**src/design/s2a_pkg.sv**
```systemverilog
// Shared constants and control types for the signed integer to decimal text converter.
package s2a_pkg;

    // Input word and decimal row geometry
    localparam int MAG_W       = 32;
    localparam int BIT_CNT_W   = $clog2(MAG_W);
    localparam int NUM_DIGITS  = 10;
    localparam int DIGIT_CNT_W = $clog2(NUM_DIGITS + 1);
    localparam int DIGIT_W     = 4;
    localparam int CHAR_W      = 8;

    // ASCII codes
    localparam logic [CHAR_W-1:0] CHAR_ZERO  = 8'd48;
    localparam logic [CHAR_W-1:0] CHAR_MINUS = 8'd45;

    // Add-three threshold of the shift-and-add-3 step
    localparam logic [DIGIT_W-1:0] DABBLE_MIN = 4'd5;
    localparam logic [DIGIT_W-1:0] DABBLE_ADD = 4'd3;

    // Command broadcast to every digit cell
    typedef struct packed {
        logic clear;
        logic dabble;
        logic shift_up;
    } s2a_ctrl_t;

endpackage

```
**src/design/s2a_bcd_cell.sv**
```systemverilog
// One BCD digit cell: shift-and-add-3 step and digit shift toward the top of the row.
module s2a_bcd_cell
    import s2a_pkg::*;
(
    input  logic               clk,
    input  logic               rst_n,
    input  s2a_ctrl_t          ctrl,
    input  logic               carry_in,
    output logic               carry_out,
    input  logic [DIGIT_W-1:0] digit_in,
    output logic [DIGIT_W-1:0] digit_out
);

    logic [DIGIT_W-1:0] digit_reg;
    logic [DIGIT_W-1:0] digit_next;
    logic [DIGIT_W-1:0] adj;

    // Correct the digit before it doubles
    always_comb
    begin
        if (digit_reg >= DABBLE_MIN)
        begin
            adj = digit_reg + DABBLE_ADD;
        end
        else
        begin
            adj = digit_reg;
        end
    end

    assign carry_out = adj[DIGIT_W-1];
    assign digit_out = digit_reg;

    // Select the next digit from the broadcast command
    always_comb
    begin
        if (ctrl.clear)
        begin
            digit_next = '0;
        end
        else if (ctrl.dabble)
        begin
            digit_next = {adj[DIGIT_W-2:0], carry_in};
        end
        else if (ctrl.shift_up)
        begin
            digit_next = digit_in;
        end
        else
        begin
            digit_next = digit_reg;
        end
    end

    always_ff @(posedge clk or negedge rst_n)
    begin
        if (!rst_n)
        begin
            digit_reg <= '0;
        end
        else
        begin
            digit_reg <= digit_next;
        end
    end

endmodule

```
**src/design/signed_int_to_decimal_ascii.sv**
```systemverilog
// Top level: signed 32-bit integer to decimal ASCII text over a row of BCD cells.
//
//  channel | handshake             | payload
//  --------+-----------------------+---------------------------------
//  input   | in_valid / in_stall   | value[31:0] signed
//  output  | out_valid / out_stall | text_char[7:0], last_char
//
// An item is accepted in ST_IDLE, then moved through the ten-cell digit row in 32
// shift steps, one magnitude bit per cycle (ST_CONV); leading zeros are then shifted
// out of the row (ST_STRIP) and the digits go out most significant first (ST_EMIT).
// The minus sign goes out as soon as the output slot is free, which can be while the row is still converting.
// Reset (rst_n, asynchronous, active low) empties the output register and
// returns the sequencer to idle. A stalled output holds its character and
// freezes digit emission; in_stall stays high until the last digit is queued.
module signed_int_to_decimal_ascii
    import s2a_pkg::*;
(
    input  logic                     clk,
    input  logic                     rst_n,
    input  logic                     in_valid,
    output logic                     in_stall,
    input  logic signed [MAG_W-1:0]  value,
    output logic                     out_valid,
    input  logic                     out_stall,
    output logic [CHAR_W-1:0]        text_char,
    output logic                     last_char
);

    localparam logic [1:0] ST_IDLE  = 2'd0;
    localparam logic [1:0] ST_CONV  = 2'd1;
    localparam logic [1:0] ST_STRIP = 2'd2;
    localparam logic [1:0] ST_EMIT  = 2'd3;

    logic [1:0]             state_reg;
    logic [1:0]             state_next;
    logic [MAG_W-1:0]       mag_reg;
    logic [MAG_W-1:0]       mag_next;
    logic                   neg_reg;
    logic                   neg_next;
    logic [BIT_CNT_W-1:0]   bit_cnt_reg;
    logic [BIT_CNT_W-1:0]   bit_cnt_next;
    logic [DIGIT_CNT_W-1:0] remain_reg;
    logic [DIGIT_CNT_W-1:0] remain_next;
    logic                   out_valid_reg;
    logic                   out_valid_next;
    logic [CHAR_W-1:0]      char_reg;
    logic [CHAR_W-1:0]      char_next;
    logic                   last_reg;
    logic                   last_next;

    logic                   in_xfer;
    logic                   slot_free;
    logic                   push;
    logic [MAG_W-1:0]       value_u;
    s2a_ctrl_t              ctrl;

    logic [DIGIT_W-1:0]     digit [NUM_DIGITS];
    logic                   carry [NUM_DIGITS-1];
    logic [DIGIT_W-1:0]     top_digit;

    assign value_u   = value;
    assign in_stall  = (state_reg != ST_IDLE);
    assign in_xfer   = in_valid && !in_stall;
    assign slot_free = !out_valid_reg || !out_stall;
    assign top_digit = digit[NUM_DIGITS-1];

    // Digit row: magnitude bits enter at the bottom cell, digits leave at the top
    for (genvar i = 0; i < NUM_DIGITS; i++)
    begin : g_cell
        logic               cin;
        logic [DIGIT_W-1:0] din;

        if (i == 0)
        begin : g_bottom
            assign cin = mag_reg[MAG_W-1];
            assign din = '0;
        end
        else
        begin : g_inner
            assign cin = carry[i-1];
            assign din = digit[i-1];
        end

        if (i == NUM_DIGITS - 1)
        begin : g_top
            s2a_bcd_cell u_cell (
                .clk       (clk),
                .rst_n     (rst_n),
                .ctrl      (ctrl),
                .carry_in  (cin),
                .carry_out (),
                .digit_in  (din),
                .digit_out (digit[i])
            );
        end
        else
        begin : g_low
            s2a_bcd_cell u_cell (
                .clk       (clk),
                .rst_n     (rst_n),
                .ctrl      (ctrl),
                .carry_in  (cin),
                .carry_out (carry[i]),
                .digit_in  (din),
                .digit_out (digit[i])
            );
        end
    end

    // Sequence conversion, zero stripping and digit emission
    always_comb
    begin
        state_next     = state_reg;
        mag_next       = mag_reg;
        neg_next       = neg_reg;
        bit_cnt_next   = bit_cnt_reg;
        remain_next    = remain_reg;
        char_next      = char_reg;
        last_next      = last_reg;
        push           = 1'b0;
        ctrl           = '0;

        // Send the minus sign as soon as the output slot frees up
        if (neg_reg && slot_free && (state_reg != ST_IDLE))
        begin
            push      = 1'b1;
            char_next = CHAR_MINUS;
            last_next = 1'b0;
            neg_next  = 1'b0;
        end

        unique case (state_reg)
            ST_IDLE:
            begin
                if (in_xfer)
                begin
                    neg_next     = value_u[MAG_W-1];
                    mag_next     = value_u[MAG_W-1] ? (MAG_W'(0) - value_u) : value_u;
                    bit_cnt_next = BIT_CNT_W'(MAG_W - 1);
                    remain_next  = DIGIT_CNT_W'(NUM_DIGITS);
                    ctrl.clear   = 1'b1;
                    state_next   = ST_CONV;
                end
            end
            ST_CONV:
            begin
                ctrl.dabble  = 1'b1;
                mag_next     = {mag_reg[MAG_W-2:0], 1'b0};
                bit_cnt_next = bit_cnt_reg - 1'b1;
                if (bit_cnt_reg == '0)
                begin
                    state_next = ST_STRIP;
                end
            end
            ST_STRIP:
            begin
                if ((top_digit == '0) && (remain_reg > DIGIT_CNT_W'(1)))
                begin
                    ctrl.shift_up = 1'b1;
                    remain_next   = remain_reg - 1'b1;
                end
                else
                begin
                    state_next = ST_EMIT;
                end
            end
            ST_EMIT:
            begin
                if (!neg_reg && slot_free)
                begin
                    push          = 1'b1;
                    char_next     = CHAR_ZERO + CHAR_W'(top_digit);
                    last_next     = (remain_reg == DIGIT_CNT_W'(1));
                    ctrl.shift_up = 1'b1;
                    remain_next   = remain_reg - 1'b1;
                    if (remain_reg == DIGIT_CNT_W'(1))
                    begin
                        state_next = ST_IDLE;
                    end
                end
            end
            default:
            begin
                state_next = ST_IDLE;
            end
        endcase
    end

    // Hold the output character until it is taken
    always_comb
    begin
        if (push)
        begin
            out_valid_next = 1'b1;
        end
        else if (!out_stall)
        begin
            out_valid_next = 1'b0;
        end
        else
        begin
            out_valid_next = out_valid_reg;
        end
    end

    always_ff @(posedge clk or negedge rst_n)
    begin
        if (!rst_n)
        begin
            state_reg     <= ST_IDLE;
            neg_reg       <= 1'b0;
            bit_cnt_reg   <= '0;
            remain_reg    <= '0;
            out_valid_reg <= 1'b0;
        end
        else
        begin
            state_reg     <= state_next;
            neg_reg       <= neg_next;
            bit_cnt_reg   <= bit_cnt_next;
            remain_reg    <= remain_next;
            out_valid_reg <= out_valid_next;
        end
    end

    // Payload registers
    always_ff @(posedge clk)
    begin
        mag_reg  <= mag_next;
        char_reg <= char_next;
        last_reg <= last_next;
    end

    assign out_valid = out_valid_reg;
    assign text_char = char_reg;
    assign last_char = last_reg;

endmodule

```
**config.mk**
```make
export PLATFORM = sky130hd
export DESIGN_NAME = signed_int_to_decimal_ascii
export DESIGN_NICKNAME = d
export VERILOG_FILES = /design/src/design/s2a_pkg.sv /design/src/design/s2a_bcd_cell.sv /design/src/design/signed_int_to_decimal_ascii.sv
export SDC_FILE = /design/constraint.sdc
export NUM_CORES = 1
export LEC_CHECK = 0
export CAP_MARGIN = 20
export CELL_PAD_IN_SITES_DETAIL_PLACEMENT = 0
export CELL_PAD_IN_SITES_GLOBAL_PLACEMENT = 1
export CORE_MARGIN = 3
export CORE_UTILIZATION = 53
export CTS_CLUSTER_DIAMETER = 120
export DETAILED_ROUTE_END_ITERATION = 12
export DONT_BUFFER_PORTS = 1
export GPL_TIMING_DRIVEN = 0
export PLACE_DENSITY_LB_ADDON = 0.1
export SLEW_MARGIN = 10
export SYNTH_ARGS = -nofsm -noshare
export SYNTH_HDL_FRONTEND = slang
export SYNTH_SLANG_ARGS = --single-unit
```
**constraint.sdc**
```tcl
create_clock -name clk -period 7.2 [get_ports clk]
set_clock_uncertainty 0.1 [all_clocks]
set_input_delay 2.16 -clock clk [delete_from_list [all_inputs] [get_ports clk]]
set_output_delay 2.16 -clock clk [all_outputs]
set_load 0.01 [all_outputs]
```
Word-level counts from Yosys, hierarchy flattened --
Index checks and enable logic that the tools add are counted.
Storage, ports and cells: flip-flop bits (word level) 94, bits of input ports 36, output and inout bits 11, word-level logic and storage cells 149
Cells by class: add/subtract/negate cells 14, magnitude comparators 11, equal/unequal tests 11, mux-type cells 75, reductions and logical operators 20
Operators with widths (count):
- $mux W4 | 42
- $mux W32 | 2
- $pmux W32 S2 | 1
- $ge A4 B3 Y1 const B | 10
- $add A4 B2 Y4 const B | 9
- $sub A1 B32 Y32 const A | 1
- $mux W8 | 3
- $mux W1 | 16
- $ne A2 B2 Y1 const B | 6
- $pmux W4 S3 | 1
- $mux W2 | 5
- $pmux W5 S2 | 1
- $pmux W2 S4 | 1
- $add A6 B4 Y7 const A | 1
- $reduce_bool A3 Y1 | 2
- $logic_and A1 B1 Y1 | 5
- $logic_not A5 Y1 | 1
- $mux W5 | 1
- $reduce_and A5 Y1 | 1
- $sub A5 B1 Y5 const B | 1
- $eq A2 B2 Y1 const B | 2
- $eq A4 B1 Y1 const B | 1
- $gt A4 B1 Y1 const B | 1
- $logic_not A1 Y1 | 4
- other kinds (12) | 13

Depth between registers and ports, before layout --
Gate-level depths: netlist (run 1).
depth in word-level cells 8, gate-level depth with buffers 9, depth with buffers taken out 7

Hierarchy --
A second synthesis (run 1) with hierarchy kept.
Unflattened totals: cells, all modules 764, area, all modules 6889.1 µm²
Modules (own cells, without submodules):
- signed_int_to_decimal_ascii | instances 1, cells an instance 374, area each 3448.3 µm², seq. area each 1466.4 µm²
- s2a_bcd_cell | instances 10, cells an instance 39, area each 344.1 µm², seq. area each 100.1 µm²

Worst setup path before layout (run 1) --
No wires, ideal clock.
path kind input port to flip-flop, start in in_valid, end reg bit_cnt_reg[4], setup time 122 ps, arrival 4155 ps, data required time 6978 ps, slack 2823 ps, stages on the path 4, buffers on the path 0, cells stage by stage nor2b_1 > nor2_1 > nand3_1 > a22o_1
On the way: cells in the longest elaborated chain, start to end 3
Ends and longest elaborated chain:
- start, declared | RTL line signed_int_to_decimal_ascii.sv:20 | input logic in_valid,
- $logic_and A1 B1 Y1 | RTL line signed_int_to_decimal_ascii.sv:63 | assign in_xfer = in_valid && !in_stall;
- $ne A2 B2 Y1 (no source line)
- $reduce_and A2 Y1 (no source line)
- end signal, assigned | RTL line signed_int_to_decimal_ascii.sv:220 | bit_cnt_reg <= bit_cnt_next;
- end, declared | RTL line signed_int_to_decimal_ascii.sv:40 | logic [BIT_CNT_W-1:0] bit_cnt_reg;
No other way between the ends. A chain may end at the register's enable or synchronous reset.

Worst setup path after layout (run 1) --
start in value[4], end reg mag_reg[25], data pin
On the way: cells in the longest elaborated chain, start to end 4
Ends and longest elaborated chain:
- start, declared | RTL line signed_int_to_decimal_ascii.sv:22 | input logic signed [MAG_W-1:0] value,
- $sub A1 B32 Y32 | RTL line signed_int_to_decimal_ascii.sv:138 | mag_next = value_u[MAG_W-1] ? (MAG_W'(0) - value_u) : value_u;
- $mux W32 | RTL line signed_int_to_decimal_ascii.sv:138
- $mux W32 | RTL line signed_int_to_decimal_ascii.sv:135 | if (in_xfer)
- $pmux W32 S2 | RTL line signed_int_to_decimal_ascii.sv:132 | unique case (state_reg)
- named net mag_next[25] | RTL line signed_int_to_decimal_ascii.sv:37 | logic [MAG_W-1:0] mag_next;
- end signal, assigned | RTL line signed_int_to_decimal_ascii.sv:229 | mag_reg <= mag_next;
- end, declared | RTL line signed_int_to_decimal_ascii.sv:36 | logic [MAG_W-1:0] mag_reg;
The timed path passes the listed nets, and every way through them passes these cells. The select of a mux whose other input is x is not followed.

==> metrics.cfg, run 1 <==
[sta]
finalMaxSlewViolations=0
fmax_mhz=235.9
postLayoutSetupSlackWorst_ps=2962
fin_tns_setup_ps=0
relSlewSlack=0.4487
rsz0062_at_grt=false
whs_ps=408.9
finalHoldViolCount=0
finalCriticalPeriod_ps=4238
worst_pin_slew_ps=819.4
finalSetupViolCount=0
timing.final.crit_share=0.5886

[power_and_ir_drop]
leakage_uw=0.002464
p_per_area_nw_per_um2=456.7
clockPowerShare=0.139
power_switching_uw=1275
netSwitchingFraction=0.4404
power_frac_comb=0.495
power_frac_seq=0.366
p_int_uw=1620
vdd_drop_max_mv=0.2010

[routing]
first_pass_iters=4
drt_iter0_markers=290
routed_wl_mm=13.96
route.detailed.drc=0
avgViaCountPerCell=5.974
vias=4821
antenna_left=0
wire_per_inst_um=17.29

[logic_synthesis]
yosysWarnings=0
synth_cell_types=50
synth.top_cell.area_share=0.2241
syn_avg_cell_area_um2=9.049
syn_nets=720
synth_area_um2=5918
synth_edf_count=32
yosysTopAreaCell=dfrtp_1
synth_area_leaders=dfrtp_1, edfxtp_1, a21oi_1, ha_1, o21ai_0
ys.flop_type=dfrtp_1
ys_async_sr_fraction=0.5638
yosysSeqAreaShare=0.4169
ys_seq_elements=94
netlist_instances=654

[floorplan]
die_width_um=111.7
coreArea_um2=10600
rows=37
die-area_um2=12470
start_util=0.5582
die_h_um=111.7
pin_count=47

[global_routing]
grt_pass1_vias=4671
grt_pass1_wl_mm=22.86
antenna_found_initial=0
grt_util_all_layers=0.2250
grt_max_degree=54
overflow=0

[setup_path]
crit_buf_inv=1
cp_cell_sequence=nor4_1 -> nand3_1 -> clkbuf_1 -> o31ai_1 -> xnor2_1 -> mux2_2
slowest_stage=nor4_1
critPathKind=primary input to register
cp_data_required_time_ps=7220
critPathCaptureType=register
critical-path-top-delay-family=simple AND/OR/NAND/NOR gates
cp.arrival_ps=4260
path_max_fanout=10
cpPeakStageDelay_ps=700
start_kind=primary input

[place]
dp_hpwl_mm=9.926
place_congestion=0.8724
pre_cts_slack_ps=2586
io_buffers=0

[layout]
layout-drive-gt1-share=0.05216
insertedDiodeCount=0
fillers=944
largest_register_ffs=36
syn_to_final_growth_pct=7.146
final_net_count=732

[clock_network]
cts_sinks=94
clkTransAtPathRegs_ps=90
cts_buffers=9
cts-htree-levels=3
postCtsSetupRepairBufs=0
postCtsHoldBufs=0
tritoncts=done
clk_path_buf_depth=2
clock_latency_ps=370
root_buffer=clkbuf_8
ctsResizeCount=0

[status]
status=finished clean

[worst_hold_path]
hold_class=register to register

[run]
maxCapViolations=0

[power by group through the flow]
stage / clock (µW) / combinational [µW] / sequential, µW
final: 403 / 1430 / 1060
after global routing: 429 / 1610 / 1090
after CTS: 410 / 1440 / 1060
after detailed placement: 0 / 1440 / 1060
after global placement: 0 / 1350 / 1070
after floorplan: 0 / 1090 / 1010
[stage by stage]
stage / instances / area [µm²] / power [µW] / utilization
floorplan: 654 / 5918 / 2095 / -
global placement: 790 / 6088 / 2418 / 0.5743
detailed placement: 791 / 6116 / 2503 / 0.5769
CTS: 807 / 6341 / 2907 / 0.5981
global route: 807 / 6341 / 3136 / 0.5981
finish: 807 / 6341 / 2896 / 0.5981
[final timing paths]
path | from | end | slack [ps] | cells after the start
worst min-delay path | bit_cnt_reg[4] | bit_cnt_reg[4] | 410 | 1
worst min register to register | bit_cnt_reg[4] | bit_cnt_reg[4] | 410 | 1
worst max-delay path | value[4] | mag_reg[25] | 2960 | 6
worst max register to register | g_cell[9].g_top.u_cell.digit_out[1] | g_cell[4].g_low.u_cell.digit_out[0] | 4140 | 9
min in group asynchronous | rst_n | remain_reg[1] | 1370 | 0
max in group asynchronous | rst_n | g_cell[5].g_low.u_cell.digit_out[3] | 5530 | 0
[cells in the mapped netlist (5+ instances only)]
master and count:
o41ai_1 8, buf_1 5, nor3b_1 13, inv_1 31
clkbuf_1 24, nor3_1 6, o211ai_1 10, mux2_2 11
o21ai_0 63, nand2_1 82, xor2_1 17, o31ai_1 10
mux2i_1 29, nand3_1 14, dfxtp_1 9, a31oi_1 6
edfxtp_1 32, ha_1 30, a21oi_1 75, dfrtp_1 53
xnor2_1 22, nand2b_1 18, nor2_1 34
[cells in the final DEF, fill, tap and decap left out, types with 4 or more instances in the layout]
cell type / n
a31oi_1: 6
or3_1: 4
dfxtp_1: 9
nor2_1: 33
nor3b_1: 13
dfrtp_1: 53
nand3_1: 14
o2111ai_1: 4
nor3_1: 6
nand2_1: 82
nor2b_1: 4
nand2b_1: 18
o211ai_1: 10
o41ai_1: 8
clkbuf_8: 11
buf_1: 5
clkbuf_1: 25
ha_1: 30
xnor2_1: 22
xor2_1: 17
a21oi_1: 75
edfxtp_1: 32
o21ai_0: 63
mux2_2: 11
inv_1: 31
o31ai_1: 10
mux2i_1: 29
nor4_1: 4
[kinds of logic (layout without fill, tap and decap cells)]
kind of cell,count (synthesis),after routing,share of synthesized area
XOR/XNOR,39,39,0.05772
multiplexers,40,40,0.06998
AND/OR/NAND/NOR,195,195,0.1584
AO/OA/AOI/OAI,196,196,0.1956
buffers and inverters,60,77,0.03806
flip-flops,94,94,0.4169
adder cells (fa/ha/maj),30,30,0.06342
[metal layers]
metal / global-route usage / vias up / share of wire
met5: 0 / - / 0
met4: 0.07948 / 0 / 0.018
met3: 0.03641 / 19 / 0.047
met1: 0.3024 / 2318 / 0.47
met2: 0.3693 / 116 / 0.47
li1: - / 2368 / -
[final cells by class]
class                      count  area (µm²)  area share
inverter                      31       116.4     0.01835
multi-input combinational    500        3233      0.5099
timing repair buffer           1       20.02    0.003157
clock buffer                  12       155.1     0.02447
clock inverter                 4       70.07     0.01105
sequential                    94        2467      0.3891
tap                          136       170.2     0.02684
buffer                        29       108.9     0.01717
Power figures use the tool's default switching activity.
==> inputs of run 2 (changes only) <==
ABC_AREA = 1   (was not set)
CORE_UTILIZATION = 48   (was 53)
clock period = 4.38 ns   (was 7.2 ns; I/O delays follow)
==> metrics.cfg, run 2 <==
[sta]
relSlewSlack=0.5244
timing.final.crit_share=0.6459
finalHoldViolCount=0
finalCriticalPeriod_ps=2829
rsz0062_at_grt=false
finalMaxSlewViolations=0
fin_tns_setup_ps=0
worst_pin_slew_ps=713.3
finalSetupViolCount=0
fmax_mhz=353.5

[logic_synthesis]
netlist_instances=858
synth_edf_count=32
ys_seq_elements=94
synth_area_leaders=dfrtp_1, edfxtp_1, nand2_1, nand3_1, inv_1
syn_nets=924
synth_common_cells=nand2_1, inv_1, nand3_1, o21ai_0, nor2_1
synth_area_um2=6472
syn_avg_cell_area_um2=7.544
synthMostInstantiatedCell=nand2_1
ys.flop_type=dfrtp_1
yosysTopAreaCell=dfrtp_1
synth.top_cell.area_share=0.2049
yosysSeqAreaShare=0.3812
ys_async_sr_fraction=0.5638
yosysWarnings=0
synth_cell_types=43

[floorplan]
pin_count=47
start_util=0.5027
die_h_um=122.1
coreArea_um2=12880
die-area_um2=14910
rows=41
die_width_um=122.1

[setup_path]
slowest_stage=dfrtp_1
critPathKind=register to primary output
ff2ff_path_depth=7
ff2ff_setup_slack_ps=2000
cpPeakStageDelay_ps=440
worst_path_most_repeated_cell=inv_1
critPathCaptureType=primary output
r2r-end=mag_reg[24]
cp_data_required_time_ps=2970
cp.arrival_ps=1420
path_max_fanout=5
start_kind=register
timing.rr.start=state_reg[1]
cp_cell_sequence=inv_1 -> ha_1 -> inv_1

[routing]
antenna_left=0
drt_iter0_markers=404
wire_per_inst_um=16.34
avgViaCountPerCell=5.524
first_pass_iters=6
routed_wl_mm=17.11
vias=5784
route.detailed.drc=0

[place]
placed_cell_area_um2=6715
place_congestion=0.8533
dp_hpwl_mm=12.51
io_buffers=0

[layout]
final_common_cell=nand2_1
syn_to_final_growth_pct=8.467
fillers=1250
largest_register_ffs=36
layout-drive-gt1-share=0.1109
final_cell_mix=nand2_1, inv_1, nand3_1
insertedDiodeCount=0
finalInstanceArea_um2=7020
multiInputGateArea_um2=3417
final_net_count=936
seqCellArea_um2=2467

[power_and_ir_drop]
vdd_drop_max_mv=0.2398
p_per_area_nw_per_um2=736.4
leakage_uw=0.003168

[worst_hold_path]
hold_class=register to register
hold_path_depth=2
hold_start=text_char[7]
whs_endpoint=text_char[7]

[clock_network]
tritoncts=done
postCtsSetupRepairBufs=0
cts-htree-levels=3
postCtsHoldBufs=0
root_buffer=clkbuf_16
clkTransAtPathRegs_ps=70
clk_path_buf_depth=2
cts_sinks=94
clock_latency_ps=350
cts_buffers=9
ctsResizeCount=0

[status]
status=finished clean

[global_routing]
grt_pass1_wl_mm=28.40
antenna_found_initial=0
grt_pass1_vias=5654
overflow=0
grt_util_all_layers=0.2429
grt_max_degree=54

[run]
maxCapViolations=0

[run 2: routing by layer]
layer | vias up | share of wire | global-route usage
met5 | - | 0 | 0
met4 | 0 | 0.019 | 0.09377
met3 | 27 | 0.055 | 0.04410
met2 | 159 | 0.47 | 0.4009
met1 | 2706 | 0.45 | 0.3178
li1 | 2892 | - | -
[run 2: worst max-delay path by stage]
stage / startpoint / end / slack [ps] / depth (start not counted)
final: state_reg[1] / in_stall / 1550 / 3
after floorplan: value[0] / mag_reg[16] / 1780 / 10
after global routing: state_reg[1] / in_stall / 1490 / 3
after global placement: state_reg[1] / bit_cnt_reg[3] / 1330 / 7
after detailed placement: value[0] / mag_reg[30] / 1530 / 9
after CTS: state_reg[1] / in_stall / 1550 / 3
[run 2: area by class of cell]
class,count,area share
multi-input combinational,629,0.4867
sequential,94,0.3515
inverter,105,0.05614
clock buffer,13,0.04010
tap,172,0.03065
buffer,30,0.02869
clock inverter,3,0.003386
timing repair buffer,1,0.002852
[run 2: report_power, final]
| group | leakage (µW) | switching (µW) | internal [µW] |
|---|---|---|---|
| sequential | 0.00106 | 259 | 1370 |
| clock | 0.000151 | 348 | 454 |
| combinational | 0.00196 | 1790 | 947 |
| total | 0.00317 | 2400 | 2770 |
[run 2: cells by family (layout without fill, tap and decap cells)]
kind of cell	after synthesis	count (layout)	share of synthesized area
AND/OR/NAND/NOR	405	405	0.2832
AO/OA/AOI/OAI	182	182	0.1693
buffers and inverters	135	152	0.09202
flip-flops	94	94	0.3812
adder cells (fa/ha/maj)	30	30	0.05799
XOR/XNOR	12	12	0.01624
[run 2: worst max-delay path: cells and delay by family (launching register included)]
kind / cells / cell delay (ps)
flip-flops: 1 / 440
buffers and inverters: 2 / 310
adder cells (fa/ha/maj): 1 / 300
[run 2: through the flow]
stage | power, µW | util | hold WS, ps | worst slack, ps | std cells
final | 5170 | 0.5452 | 373.7 | 1551 | 1047
after global routing | 5600 | 0.5452 | 388.2 | 1490 | 1047
after CTS | 5181 | 0.5452 | 377.4 | 1554 | 1047
after detailed placement | 4368 | 0.5215 | 366.6 | 1530 | 1031
after global placement | 4268 | 0.5194 | 362.0 | 1334 | 1030
after floorplan | 3638 | - | 352.8 | 1783 | 858
